==> config.mk <==
export PLATFORM = sky130hd
export DESIGN_NAME = command_packet_reassembler
export DESIGN_NICKNAME = d
export VERILOG_FILES = /design/src/hdl/cpr_pkg.sv /design/src/hdl/cpr_front.sv /design/src/hdl/cpr_queue.sv /design/src/hdl/cpr_back.sv /design/src/hdl/command_packet_reassembler.sv
export SDC_FILE = /design/constraint.sdc
export NUM_CORES = 1
export LEC_CHECK = 0
export BUFFER_PORTS_ARGS = -buffer_cell sky130_fd_sc_hd__buf_2
export CAP_MARGIN = 0
export CORE_MARGIN = 1
export CORE_UTILIZATION = 50
export CTS_BUF_LIST = sky130_fd_sc_hd__clkbuf_16
export CTS_CLUSTER_SIZE = 28
export DETAILED_ROUTE_END_ITERATION = 7
export PLACE_DENSITY = 0.67
export SYNTH_ARGS = -nofsm -noshare
export SYNTH_HDL_FRONTEND = slang
export SYNTH_HIERARCHICAL = 1
export SYNTH_SLANG_ARGS = --single-unit
==> constraint.sdc <==
create_clock -name i_clk -period 24.1 [get_ports i_clk]
set_input_delay 4.82 -clock i_clk [delete_from_list [all_inputs] [get_ports i_clk]]
set_output_delay 4.82 -clock i_clk [all_outputs]
set_load 0.1 [all_outputs]
==> src/hdl/cpr_pkg.sv <==
// Shared types and constants of the command packet reassembler.
package cpr_pkg;

    // Control codes carried in the first byte of a packet.
    localparam logic [7:0] CODE_START      = 8'h80;
    localparam logic [7:0] CODE_START_STRM = 8'hC0;
    localparam logic [7:0] CODE_CONT       = 8'h88;
    localparam logic [7:0] CODE_CONT_STRM  = 8'hC8;

    localparam int START_HDR_SIZE = 5;
    localparam int CONT_HDR_SIZE  = 1;

    localparam int PACKET_SIZE_DEF = 64;
    localparam int QUEUE_DEPTH_DEF = 4;

    localparam logic [15:0] CMD_BUF_RESET = 16'd512;

    typedef enum logic [1:0] {
        KIND_WRITE    = 2'd0,
        KIND_DISPATCH = 2'd1,
        KIND_ABORT    = 2'd2
    } t_kind;

    // Work for the back end: an optional buffer write followed by an
    // optional event (dispatch or abort).
    typedef struct packed {
        logic        wr_en;
        logic [15:0] wr_addr;
        logic [7:0]  wr_data;
        logic        ev_en;
        t_kind       ev_kind;
        logic [31:0] ev_chunk;
        logic [31:0] ev_total;
        logic        ev_first;
        logic        ev_strm;
    } t_entry;

    // One result on the output channel.
    typedef struct packed {
        t_kind       kind;
        logic [15:0] write_addr;
        logic [7:0]  write_data;
        logic [31:0] chunk_bytes;
        logic [31:0] total_bytes;
        logic        first_chunk;
        logic        streamed;
        logic        last;
    } t_result;

endpackage

==> src/hdl/cpr_front.sv <==
// Front end: accepts packet bytes, tracks command state, classifies each byte.
module cpr_front #(
    parameter int PACKET_SIZE = cpr_pkg::PACKET_SIZE_DEF
) (
    input  logic            i_clk,
    input  logic            i_rst_n,
    input  logic            i_accept,
    input  logic [7:0]      i_in_byte,
    input  logic            i_packet_start,
    input  logic            i_response_busy,
    input  logic            i_cfg_we,
    input  logic [15:0]     i_cfg_data,
    output logic            o_push,
    output cpr_pkg::t_entry o_entry
);
    localparam int IDX_W = $clog2(PACKET_SIZE);
    localparam logic [IDX_W-1:0] LAST_IDX   = IDX_W'(PACKET_SIZE - 1);
    localparam logic [IDX_W-1:0] ROOM_START =
        IDX_W'(PACKET_SIZE - cpr_pkg::START_HDR_SIZE);
    localparam logic [IDX_W-1:0] ROOM_CONT  =
        IDX_W'(PACKET_SIZE - cpr_pkg::CONT_HDR_SIZE);
    localparam logic [IDX_W-1:0] HDR_START  = IDX_W'(cpr_pkg::START_HDR_SIZE);
    localparam logic [IDX_W-1:0] HDR_CONT   = IDX_W'(cpr_pkg::CONT_HDR_SIZE);
    localparam logic [IDX_W-1:0] HDR_LAST   = IDX_W'(cpr_pkg::START_HDR_SIZE - 1);

    logic [15:0]      r_buf_bytes,   n_buf_bytes;
    logic [IDX_W-1:0] r_byte_index,  n_byte_index;
    logic [7:0]       r_control_code, n_control_code;
    logic [23:0]      r_hdr_len,     n_hdr_len;
    logic [31:0]      r_total,       n_total;
    logic [31:0]      r_bytes_left,  n_bytes_left;
    logic [15:0]      r_write_offset, n_write_offset;
    logic             r_expect_cont, n_expect_cont;
    logic             r_streaming,   n_streaming;
    logic             r_pkt_acc,     n_pkt_acc;
    logic [IDX_W-1:0] r_chunk_count, n_chunk_count;
    logic             r_chunk_first, n_chunk_first;

    logic             dec_go;
    logic [IDX_W-1:0] dec_room;
    logic [31:0]      dec_bl;
    logic [31:0]      dec_tl;
    logic [15:0]      dec_wo;
    logic [IDX_W-1:0] dec_c;
    logic [31:0]      dec_bl_new;
    logic             dec_over;
    logic             do_abort;
    logic [IDX_W-1:0] idx;
    logic [IDX_W-1:0] hdr;
    logic [IDX_W-1:0] off;
    logic [15:0]      base;
    logic             is_start;
    logic [31:0]      full_len;

    always_comb begin
        n_buf_bytes    = i_cfg_we ? i_cfg_data : r_buf_bytes;
        n_byte_index   = r_byte_index;
        n_control_code = r_control_code;
        n_hdr_len      = r_hdr_len;
        n_total        = r_total;
        n_bytes_left   = r_bytes_left;
        n_write_offset = r_write_offset;
        n_expect_cont  = r_expect_cont;
        n_streaming    = r_streaming;
        n_pkt_acc      = r_pkt_acc;
        n_chunk_count  = r_chunk_count;
        n_chunk_first  = r_chunk_first;
        o_entry        = '0;
        dec_go         = 1'b0;
        dec_room       = ROOM_CONT;
        dec_bl         = r_bytes_left;
        dec_tl         = r_total;
        dec_wo         = r_write_offset;
        do_abort       = 1'b0;
        is_start       = (r_control_code == cpr_pkg::CODE_START) ||
                         (r_control_code == cpr_pkg::CODE_START_STRM);
        idx            = r_byte_index + 1'b1;
        hdr            = is_start ? HDR_START : HDR_CONT;
        off            = idx - hdr;
        full_len       = {i_in_byte, r_hdr_len};
        base           = (!r_streaming && r_bytes_left != 32'd0) ?
                         r_write_offset - 16'(r_chunk_count) : r_write_offset;

        if (i_accept) begin
            if (i_packet_start) begin
                n_byte_index   = '0;
                n_control_code = i_in_byte;
                n_chunk_count  = '0;
                n_pkt_acc      = !i_response_busy;
                if (!i_response_busy) begin
                    if (i_in_byte == cpr_pkg::CODE_CONT ||
                        i_in_byte == cpr_pkg::CODE_CONT_STRM) begin
                        if (!r_expect_cont) begin
                            do_abort = 1'b1;
                        end else begin
                            dec_go = 1'b1;
                        end
                    end else if (i_in_byte != cpr_pkg::CODE_START &&
                                 i_in_byte != cpr_pkg::CODE_START_STRM) begin
                        do_abort = 1'b1;
                    end
                end
            end else if (r_pkt_acc && r_byte_index < LAST_IDX) begin
                n_byte_index = idx;
                if (is_start && idx < HDR_START) begin
                    // Collect the little-endian length; decide at its top byte.
                    case (idx)
                        IDX_W'(1): n_hdr_len[7:0]   = i_in_byte;
                        IDX_W'(2): n_hdr_len[15:8]  = i_in_byte;
                        IDX_W'(3): n_hdr_len[23:16] = i_in_byte;
                        default: ;
                    endcase
                    if (idx == HDR_LAST) begin
                        n_total        = full_len;
                        n_bytes_left   = full_len;
                        n_write_offset = '0;
                        n_expect_cont  = 1'b1;
                        n_streaming    = (r_control_code == cpr_pkg::CODE_START_STRM);
                        dec_go         = 1'b1;
                        dec_room       = ROOM_START;
                        dec_bl         = full_len;
                        dec_tl         = full_len;
                        dec_wo         = '0;
                    end
                end else if (idx >= hdr && off < r_chunk_count) begin
                    o_entry.wr_en   = 1'b1;
                    o_entry.wr_addr = base + 16'(off);
                    o_entry.wr_data = i_in_byte;
                end

                if (idx == LAST_IDX) begin
                    if (r_streaming) begin
                        o_entry.ev_en    = 1'b1;
                        o_entry.ev_kind  = cpr_pkg::KIND_DISPATCH;
                        o_entry.ev_chunk = 32'(r_chunk_count);
                        o_entry.ev_total = r_total;
                        o_entry.ev_first = r_chunk_first;
                        o_entry.ev_strm  = 1'b1;
                    end else if (r_bytes_left == 32'd0) begin
                        o_entry.ev_en    = 1'b1;
                        o_entry.ev_kind  = cpr_pkg::KIND_DISPATCH;
                        o_entry.ev_chunk = r_total;
                        o_entry.ev_total = r_total;
                        o_entry.ev_first = r_chunk_first;
                    end
                    n_pkt_acc = 1'b0;
                end
            end
        end

        // Chunk decision: size the chunk, check capacity, advance counters.
        dec_c      = (dec_bl < 32'(dec_room)) ? dec_bl[IDX_W-1:0] : dec_room;
        dec_over   = ({1'b0, dec_wo} + 17'(dec_c)) > {1'b0, r_buf_bytes};
        dec_bl_new = dec_bl - 32'(dec_c);
        if (dec_go) begin
            if (dec_over) begin
                do_abort = 1'b1;
            end else begin
                n_chunk_first = (dec_bl == dec_tl);
                n_bytes_left  = dec_bl_new;
                n_chunk_count = dec_c;
                if (!n_streaming && dec_bl_new != 32'd0) begin
                    n_write_offset = dec_wo + 16'(dec_c);
                end
            end
        end

        if (do_abort) begin
            n_total        = '0;
            n_bytes_left   = '0;
            n_write_offset = '0;
            n_expect_cont  = 1'b0;
            n_chunk_count  = '0;
            n_pkt_acc      = 1'b0;
            o_entry        = '0;
            o_entry.ev_en  = 1'b1;
            o_entry.ev_kind = cpr_pkg::KIND_ABORT;
        end

        o_push = o_entry.wr_en || o_entry.ev_en;
    end

    always_ff @(posedge i_clk) begin
        if (!i_rst_n) begin
            r_buf_bytes    <= cpr_pkg::CMD_BUF_RESET;
            r_byte_index   <= '0;
            r_control_code <= '0;
            r_total        <= '0;
            r_bytes_left   <= '0;
            r_write_offset <= '0;
            r_expect_cont  <= 1'b0;
            r_streaming    <= 1'b0;
            r_pkt_acc      <= 1'b0;
            r_chunk_count  <= '0;
            r_chunk_first  <= 1'b0;
        end else begin
            r_buf_bytes    <= n_buf_bytes;
            r_byte_index   <= n_byte_index;
            r_control_code <= n_control_code;
            r_total        <= n_total;
            r_bytes_left   <= n_bytes_left;
            r_write_offset <= n_write_offset;
            r_expect_cont  <= n_expect_cont;
            r_streaming    <= n_streaming;
            r_pkt_acc      <= n_pkt_acc;
            r_chunk_count  <= n_chunk_count;
            r_chunk_first  <= n_chunk_first;
        end
    end

    always_ff @(posedge i_clk) begin
        r_hdr_len <= n_hdr_len;
    end

endmodule

==> src/hdl/cpr_queue.sv <==
// Short work queue between the front end and the back end.
module cpr_queue #(
    parameter int DEPTH = cpr_pkg::QUEUE_DEPTH_DEF
) (
    input  logic            i_clk,
    input  logic            i_rst_n,
    input  logic            i_push,
    input  cpr_pkg::t_entry i_entry,
    input  logic            i_pop,
    output cpr_pkg::t_entry o_head,
    output logic            o_not_empty,
    output logic            o_full
);
    localparam int PTR_W = (DEPTH > 1) ? $clog2(DEPTH) : 1;
    localparam int CNT_W = $clog2(DEPTH + 1);
    localparam logic [PTR_W-1:0] PTR_LAST = PTR_W'(DEPTH - 1);

    cpr_pkg::t_entry  r_mem [DEPTH];
    logic [PTR_W-1:0] r_wr_ptr, n_wr_ptr;
    logic [PTR_W-1:0] r_rd_ptr, n_rd_ptr;
    logic [CNT_W-1:0] r_count,  n_count;
    logic             do_push;
    logic             do_pop;

    always_comb begin
        do_push  = i_push && !o_full;
        do_pop   = i_pop && o_not_empty;
        n_wr_ptr = do_push ? ((r_wr_ptr == PTR_LAST) ? '0 : r_wr_ptr + 1'b1) : r_wr_ptr;
        n_rd_ptr = do_pop  ? ((r_rd_ptr == PTR_LAST) ? '0 : r_rd_ptr + 1'b1) : r_rd_ptr;
        n_count  = r_count + CNT_W'(do_push) - CNT_W'(do_pop);
    end

    assign o_head      = r_mem[r_rd_ptr];
    assign o_not_empty = (r_count != '0);
    assign o_full      = (r_count == CNT_W'(DEPTH));

    always_ff @(posedge i_clk) begin
        if (!i_rst_n) begin
            r_wr_ptr <= '0;
            r_rd_ptr <= '0;
            r_count  <= '0;
        end else begin
            r_wr_ptr <= n_wr_ptr;
            r_rd_ptr <= n_rd_ptr;
            r_count  <= n_count;
        end
    end

    always_ff @(posedge i_clk) begin
        if (do_push) begin
            r_mem[r_wr_ptr] <= i_entry;
        end
    end

endmodule

==> src/hdl/cpr_back.sv <==
// Back end: expands queued work into results and holds the output register.
module cpr_back (
    input  logic             i_clk,
    input  logic             i_rst_n,
    input  cpr_pkg::t_entry  i_head,
    input  logic             i_head_valid,
    input  logic             i_out_stall,
    output logic             o_pop,
    output logic             o_out_valid,
    output cpr_pkg::t_result o_result
);
    logic             r_valid,  n_valid;
    logic             r_phase,  n_phase;
    cpr_pkg::t_result r_result, n_result;
    logic             load;

    always_comb begin
        load     = !r_valid || !i_out_stall;
        n_valid  = r_valid;
        n_phase  = r_phase;
        n_result = r_result;
        o_pop    = 1'b0;
        if (load) begin
            n_valid = i_head_valid;
            if (i_head_valid) begin
                n_result = '0;
                if (i_head.wr_en && !r_phase) begin
                    n_result.kind       = cpr_pkg::KIND_WRITE;
                    n_result.write_addr = i_head.wr_addr;
                    n_result.write_data = i_head.wr_data;
                    n_result.last       = !i_head.ev_en;
                    // Hold the entry when its event still follows.
                    n_phase = i_head.ev_en;
                    o_pop   = !i_head.ev_en;
                end else begin
                    n_result.kind        = i_head.ev_kind;
                    n_result.chunk_bytes = i_head.ev_chunk;
                    n_result.total_bytes = i_head.ev_total;
                    n_result.first_chunk = i_head.ev_first;
                    n_result.streamed    = i_head.ev_strm;
                    n_result.last        = 1'b1;
                    n_phase = 1'b0;
                    o_pop   = 1'b1;
                end
            end
        end
    end

    assign o_out_valid = r_valid;
    assign o_result    = r_result;

    always_ff @(posedge i_clk) begin
        if (!i_rst_n) begin
            r_valid <= 1'b0;
            r_phase <= 1'b0;
        end else begin
            r_valid <= n_valid;
            r_phase <= n_phase;
        end
    end

    always_ff @(posedge i_clk) begin
        r_result <= n_result;
    end

endmodule

==> src/hdl/command_packet_reassembler.sv <==
// Top level of the command packet reassembler: front end, work queue, back end.
// Throughput: one byte per cycle; the back end sends one result per cycle unless
//   the output stalls, so the queue absorbs the second result of a byte with a
//   write and a dispatch. The input stalls only while the work queue is full,
//   which takes output stalls.
// Reset (synchronous, active low): command state cleared, buffer capacity back to
//   512 bytes, queue emptied, output invalid.
module command_packet_reassembler #(
    parameter int PACKET_SIZE = cpr_pkg::PACKET_SIZE_DEF,
    parameter int QUEUE_DEPTH = cpr_pkg::QUEUE_DEPTH_DEF
) (
    input  logic        i_clk,
    input  logic        i_rst_n,
    // Inbound byte channel
    input  logic        i_in_valid,
    output logic        o_in_stall,
    input  logic [7:0]  i_in_byte,
    input  logic        i_packet_start,
    input  logic        i_response_busy,
    // Configuration write channel (buffer capacity)
    input  logic        i_cfg_valid,
    output logic        o_cfg_ready,
    input  logic [15:0] i_cfg_data,
    // Result channel
    output logic        o_out_valid,
    input  logic        i_out_stall,
    output logic [1:0]  o_kind,
    output logic [15:0] o_write_addr,
    output logic [7:0]  o_write_data,
    output logic [31:0] o_chunk_bytes,
    output logic [31:0] o_total_bytes,
    output logic        o_first_chunk,
    output logic        o_streamed,
    output logic        o_last
);
    logic             in_accept;
    logic             push;
    cpr_pkg::t_entry  push_entry;
    cpr_pkg::t_entry  head;
    logic             head_valid;
    logic             q_full;
    logic             pop;
    cpr_pkg::t_result result;

    // Stall inbound transfers only while the queue is full; the back end
    // drains it independently of the front end.
    assign o_in_stall  = q_full;
    assign in_accept   = i_in_valid && !o_in_stall;

    // The capacity register takes a transfer at any edge.
    assign o_cfg_ready = 1'b1;

    // Classify each byte and update command state in the cycle it arrives.
    cpr_front #(
        .PACKET_SIZE (PACKET_SIZE)
    ) u_front (
        .i_clk           (i_clk),
        .i_rst_n         (i_rst_n),
        .i_accept        (in_accept),
        .i_in_byte       (i_in_byte),
        .i_packet_start  (i_packet_start),
        .i_response_busy (i_response_busy),
        .i_cfg_we        (i_cfg_valid && o_cfg_ready),
        .i_cfg_data      (i_cfg_data),
        .o_push          (push),
        .o_entry         (push_entry)
    );

    // Buffer classified work so the result side can stall on its own.
    cpr_queue #(
        .DEPTH (QUEUE_DEPTH)
    ) u_queue (
        .i_clk       (i_clk),
        .i_rst_n     (i_rst_n),
        .i_push      (push),
        .i_entry     (push_entry),
        .i_pop       (pop),
        .o_head      (head),
        .o_not_empty (head_valid),
        .o_full      (q_full)
    );

    // Expand each entry into one or two results behind the output register.
    cpr_back u_back (
        .i_clk        (i_clk),
        .i_rst_n      (i_rst_n),
        .i_head       (head),
        .i_head_valid (head_valid),
        .i_out_stall  (i_out_stall),
        .o_pop        (pop),
        .o_out_valid  (o_out_valid),
        .o_result     (result)
    );

    assign o_kind        = result.kind;
    assign o_write_addr  = result.write_addr;
    assign o_write_data  = result.write_data;
    assign o_chunk_bytes = result.chunk_bytes;
    assign o_total_bytes = result.total_bytes;
    assign o_first_chunk = result.first_chunk;
    assign o_streamed    = result.streamed;
    assign o_last        = result.last;

endmodule

---- Word-level counts from Yosys, hierarchy flattened ----
Memory sizes are Yosys's and may differ from the RTL's. A register that Yosys moved wholly into a read port is not among the register bits.
Cells that the tools add are included.
operators by class
  add/subtract/negate cells ............... 11
  order comparisons ....................... 6
  equal/unequal tests ..................... 15
  mux-type cells .......................... 78
  bitwise logic cells ..................... 3
  reduce and logical (&&, ||, !) cells .... 38
operator list
  kind                number
  $mux 32             12
  $mux 94             4
  $mux 16             9
  $mux 68             2
  $mux 69             1
  $mux 6              11
  $reduce_bool 32->1  2
  $mux 25             2
  $add 16x6->16       2
  $eq 32x32->1        1
  $eq 8x8->1 const B  4
  $logic_not 32->1    1
  $lt 32x6->1         1
  $sub 32x6->32       1
  $mux 1              31
  $reduce_and 5->1    4
  $add 16x6->17       1
  $gt 17x16->1        1
  $ne 8x8->1 const B  2
  $sub 16x6->16       1
  $eq 6x2->1 const B  2
  $logic_and 1x1->1   10
  $logic_not 1->1     8
  $mux 2              4
  22 further kinds    34
word-level totals
  flip-flop bits (word level) ............. 246
  RAM bits ................................ 376
  bits of input ports ..................... 31
  output and inout port bits .............. 96
  word-level logic and storage cells ...... 179
  memories ................................ 1
memories
  name           words  bits a word  rd ports  clocked after memory_dff  wr ports  RTL line         source
  u_queue.r_mem  4      94           1         1                         1         cpr_queue.sv:18  cpr_pkg::t_entry r_mem [DEPTH];

---- Depth between registers and ports, before layout ----
  depth after elaboration ................. 18
  mapped depth ............................ 41
  depth with buffers taken out ............ 36

---- Cells and area by module ----
Netlist, hierarchy kept.
modules (own cells, without submodules)
  module                      times used  cells each  area each (um2)  sequential area each (um2)
  cpr_queue                   1           544         14,108.5         11,471.0
  cpr_front                   1           1,361       10,616.4         3,123.0
  cpr_back                    1           206         3,539.6          2,832.7
  command_packet_reassembler  1           3           25.0             0.0

---- Least setup slack after synthesis ----
Ideal clock, no wire load.
  path kind ............................... input-to-reg
  start ................................... in i_out_stall
  end ..................................... reg u_queue.r_count[2]
  setup time .............................. 0.115 ns
  arrival time ............................ 13.360 ns
  data required time ...................... 23.985 ns
  path slack .............................. 10.625 ns
  cell stages on the path ................. 10
  path buffers ............................ 0
  path through ............................ a21boi_0 a21boi_0 o31ai_1 inv_1 ha_1 inv_1 ha_1 fa_1 xnor2_1 and2_1
on the way
  longest elaborated chain between the ends .. 5
ends and longest elaborated chain
  item                  RTL line                          source
  start, declared       command_packet_reassembler.sv:26  input logic i_out_stall,
  $logic_not 1->1       cpr_back.sv:18                    load = !r_valid || !i_out_stall;
  $logic_or 1x1->1      cpr_back.sv:18
  $mux 1                cpr_back.sv:23                    if (load) begin
  named net pop         command_packet_reassembler.sv:42  logic pop;
  $logic_and 1x1->1     cpr_queue.sv:27                   do_pop = i_pop && o_not_empty;
  $sub 3x1->3           cpr_queue.sv:30                   n_count = r_count + CNT_W'(do_push) - CNT_W'(do_pop);
  end signal, assigned  cpr_queue.sv:45                   r_count <= n_count;
  end, declared         cpr_queue.sv:21                   logic [CNT_W-1:0] r_count, n_count;
The timed path passes the listed nets, and every way through them passes these cells.
A chain may end at the register's enable or synchronous reset.

---- Final worst setup path ----
  start ................................... in i_packet_start
  end ..................................... mem u_queue/r_mem[1][46] (netlist name) (enable)
on the way
  longest elaborated chain between the ends .. 13
  elaborated cells between the ends (all ways) .. 23
  those cells by class .................... add/sub (1); order compare (2); mux (18); reduce/logical (2)
ends and longest elaborated chain
  item                                      RTL line                          source
  start, declared                           command_packet_reassembler.sv:18  input logic i_packet_start,
  $mux 32 / $mux 6 (equally long branches)  cpr_front.sv:85                   if (i_packet_start) begin
  $mux 32 / $mux 6 (equally long branches)  cpr_front.sv:84                   if (i_accept) begin
  $lt 32x6->1                               cpr_front.sv:152                  dec_c = (dec_bl < 32'(dec_room)) ? dec_bl[IDX_W-1:0] : dec_room;
  $mux 6                                    cpr_front.sv:152
  $add 16x6->17                             cpr_front.sv:153                  dec_over = ({1'b0, dec_wo} + 17'(dec_c)) > {1'b0, r_buf_bytes};
  $gt 17x16->1                              cpr_front.sv:153
  $mux 1                                    cpr_front.sv:156                  if (dec_over) begin
  $mux 1                                    cpr_front.sv:155                  if (dec_go) begin
  $mux 94 (*)                               cpr_front.sv:168                  if (do_abort) begin
  $logic_or 1x1->1 (*)                      cpr_front.sv:180                  o_push = o_entry.wr_en || o_entry.ev_en;
  named net push                            command_packet_reassembler.sv:37  logic push;
  $logic_and 1x1->1 (*)                     cpr_queue.sv:26                   do_push = i_push && !o_full;
  $mux 1 (*)                                cpr_queue.sv:50                   if (do_push) begin
  $mux 1 (not written as such) (*)          cpr_queue.sv:51                   r_mem[r_wr_ptr] <= i_entry;
  end, declared                             cpr_queue.sv:18
The timed path passes the listed nets; every way through them passes the cells marked *.

==> flow_summary.yaml <==
outcome:
  status: "completed"
clocking:
  cts-resized-gates: 0
  cts_buffers: 67
  clk_path_buf_depth: 3
  clk_pin_slew_ns: 0.06
  clock-sinks: 624
  cts_setup_buffers: 0
  ctsHoldBuffers: 0
  cts_tree: "yes"
  htreeDepth: 3
  root_buffer: "clkbuf_16"
  worstSkewPairLatency_ns: 0.60
setup_path:
  critPathRequiredTime_ns: 24.32
  start_kind: "input pin"
  criticalPathCategory: "input pin to flop"
  critical_path_arrival_ns: 13.30
  path_buf_inv: 3
  cpMaxStageDelayCell: "buf_4"
  crit_path_frequent_cell: "a21oi_1"
  max_stage_delay_ns: 0.76
  worst-path-max-fanout: 55
  cp_top_family: "simple AND/OR/NAND/NOR gates"
  critPathCaptureType: "flop"
pwr:
  p_leak_uw: 0.0114
  irDropWorstVdd_mv: 0.112
  power_density_nw_per_um2: 106
finish:
  final_cell_mix: "edfxtp_1, and2_1, nand2_1"
  drive_above_1_share: 0.172
  num-fill-cells: 4498
  area_delta_synth_final_pct: 12.0
  nNetsFinal: 2315
  final_common_cell: "edfxtp_1"
routing:
  drtPass1Iterations: 5
  dr_total_vias: 17800
  drt_iter0_markers: 1646
  via_per_inst: 5.88
  ant_nets: 0
  wl_per_cell_um: 23.1
  wirelength_um: 70100
  drc_errors: 0
timing:
  finalSetupViolCount: 0
  min_period_over_period: 0.543
  report.final.slew_viol_count: 0
  finalHoldViolations: 0
  fin_ws_ns: 11.01
  slew_headroom: 0.230
  tightestPinTransition_ns: 1.12
  skew_ns: 0.0188
  period_needed_ns: 13.09
  rsz0062_at_grt: "false"
  fmax_mhz: 76.4
  finalSetupTns_ns: 0
synth:
  syn-cell-area_um2: 28300
  syn_nets: 2203
  yosysTopAreaCell: "edfxtp_1"
  synth-seq-area-share: 0.616
  ys.flop_type: "edfxtp_1"
  synthArstFlopShare: 0
  synth_top_area_share: 0.523
  yosys_warnings: 6
  synth_enable_flop_cells: 493
  postSynthCellCount: 2114
  synth.distinct_cells: 82
  syn_area_per_cell_um2: 13.4
  ys_ff_latch: 624
  synthTopCellsByArea: "edfxtp_1, dfxtp_1, mux4_2, and2_1, ha_1"
place:
  dpl_worst_slack_ns: 10.50
  numPortBuffers: 125
  place_congestion: 0.968
  hpwlAfterDp_um: 47700
floorplan:
  dieHeight_um: 240
  die_w_um: 240
  core_area_um2: 55500
  row_count: 86
  io_pins: 127
  start_util: 0.510
  dieArea_um2: 57500
global_route:
  grt_overflow_total: 0
  grt_max_degree: 69
  grt_pass1_vias: 17400
  grt_pass1_wl_um: 106000
  grtUsageTotal: 0.247
  antenna_found_initial: 3
flow_run:
  maxCapViolations: 0
min_path:
  hold_path_class: "flop to flop"
Yosys cell counts, drive strengths merged, types with 10 or more instances:
| cell | instances |
|---|---|
| inv | 57 |
| clkbuf | 63 |
| a21boi | 24 |
| mux2 | 10 |
| xnor2 | 50 |
| mux4 | 94 |
| a211oi | 10 |
| ha | 54 |
| a21o | 13 |
| edfxtp | 493 |
| nor2 | 150 |
| o21a | 11 |
| mux2i | 54 |
| buf | 43 |
| nor3 | 43 |
| nand2b | 10 |
| nand4 | 22 |
| dfxtp | 131 |
| nand3 | 46 |
| and2 | 185 |
| and3 | 13 |
| or3 | 17 |
| or4 | 15 |
| a21oi | 101 |
| o211ai | 13 |
| xor2 | 59 |
| o21ai | 34 |
| nand2 | 179 |
| nor4 | 30 |
where the power goes:
part	leakage, uW	internal, uW	switching (uW)
combinational	0.00457	183	820
clock	0.00113	610	417
sequential	0.00573	1310	34.0
total	0.0114	2100	1270
cell families after synthesis:
kind of cell | synth area share
AOI/OAI and AO/OA | 0.0583
xor gates and xnor gates | 0.0337
adders and majority gates | 0.0267
buffers and inverters | 0.0292
DFF | 0.616
muxes | 0.0981
other | 0.000133
and+or+nand+nor | 0.138
state kept, by name (all words and copies together) (netlist names), named ones only:
register / count
u_front/r_total: 32
u_front/r_buf_bytes: 16
u_front/r_expect_cont: 1
u_front/r_byte_index: 6
u_front/r_chunk_first: 1
u_front/r_bytes_left: 32
u_queue/r_mem: 376
u_queue/r_rd_ptr: 2
u_front/r_control_code: 8
u_front/r_hdr_len: 24
u_front/r_chunk_count: 6
u_queue/r_wr_ptr: 2
u_back/r_phase: 1
u_queue/r_count: 3
u_front/r_pkt_acc: 1
u_front/r_streaming: 1
u_back/o_result: 93
u_front/r_write_offset: 16
u_back/o_out_valid: 1
tightest hold or removal path: stages, from the launching register on:
cell and delay, ns:
dfxtp_1 0.31, nand2_1 0.05, a21oi_1 0.05
per-layer routing:
metal / vias up / wire [um] / global-route usage
met5: - / 13 / 0
met4: 2 / 1790 / 0.0869
met3: 106 / 4760 / 0.0380
met2: 711 / 31700 / 0.369
met1: 8906 / 31800 / 0.369
li1: 8074 / - / -
path summary, 6_finish.rpt:
| kind | from | end | slack [ns] | cells after the start |
|---|---|---|---|---|
| min reg2reg | u_front/r_control_code[4]$_SDFFE_PN0P_ | u_front/r_control_code[4]$_SDFFE_PN0P_ | 0.46 | 2 |
| min | u_front/r_control_code[4]$_SDFFE_PN0P_ | u_front/r_control_code[4]$_SDFFE_PN0P_ | 0.46 | 2 |
| max | i_packet_start | u_queue/r_mem[1][46]$_DFFE_PP_ | 11.01 | 28 |
| max reg2reg | u_front/r_byte_index[0]$_SDFFE_PN0P_ | u_queue/r_mem[1][46]$_DFFE_PP_ | 14.37 | 28 |
stage by stage:
stage	total power (uW)	util	cell area [um^2]	hold WS, ns	std cells
after floorplan	2260	-	28300	0.427	2114
after global placement	2370	0.531	29500	0.441	2905
after detailed placement	2380	0.531	29500	0.451	2905
after CTS	3410	0.571	31700	0.459	3027
after global routing	3490	0.571	31700	0.469	3027
final	3370	0.571	31700	0.462	3028
final cells by class:
| cell class | count | area (um^2) | area share |
|---|---|---|---|
| clock buffers | 71 | 1780 | 0.0561 |
| repair buffers | 149 | 806 | 0.0254 |
| clock inverters | 51 | 438 | 0.0138 |
| flip-flops and latches | 624 | 17400 | 0.550 |
| inverters | 57 | 214 | 0.00675 |
| multi-input cells | 1327 | 10100 | 0.318 |
| well taps | 748 | 936 | 0.0295 |
| diodes | 1 | 2.50 | 0.0000790 |
Power figures use the tool's default switching activity.
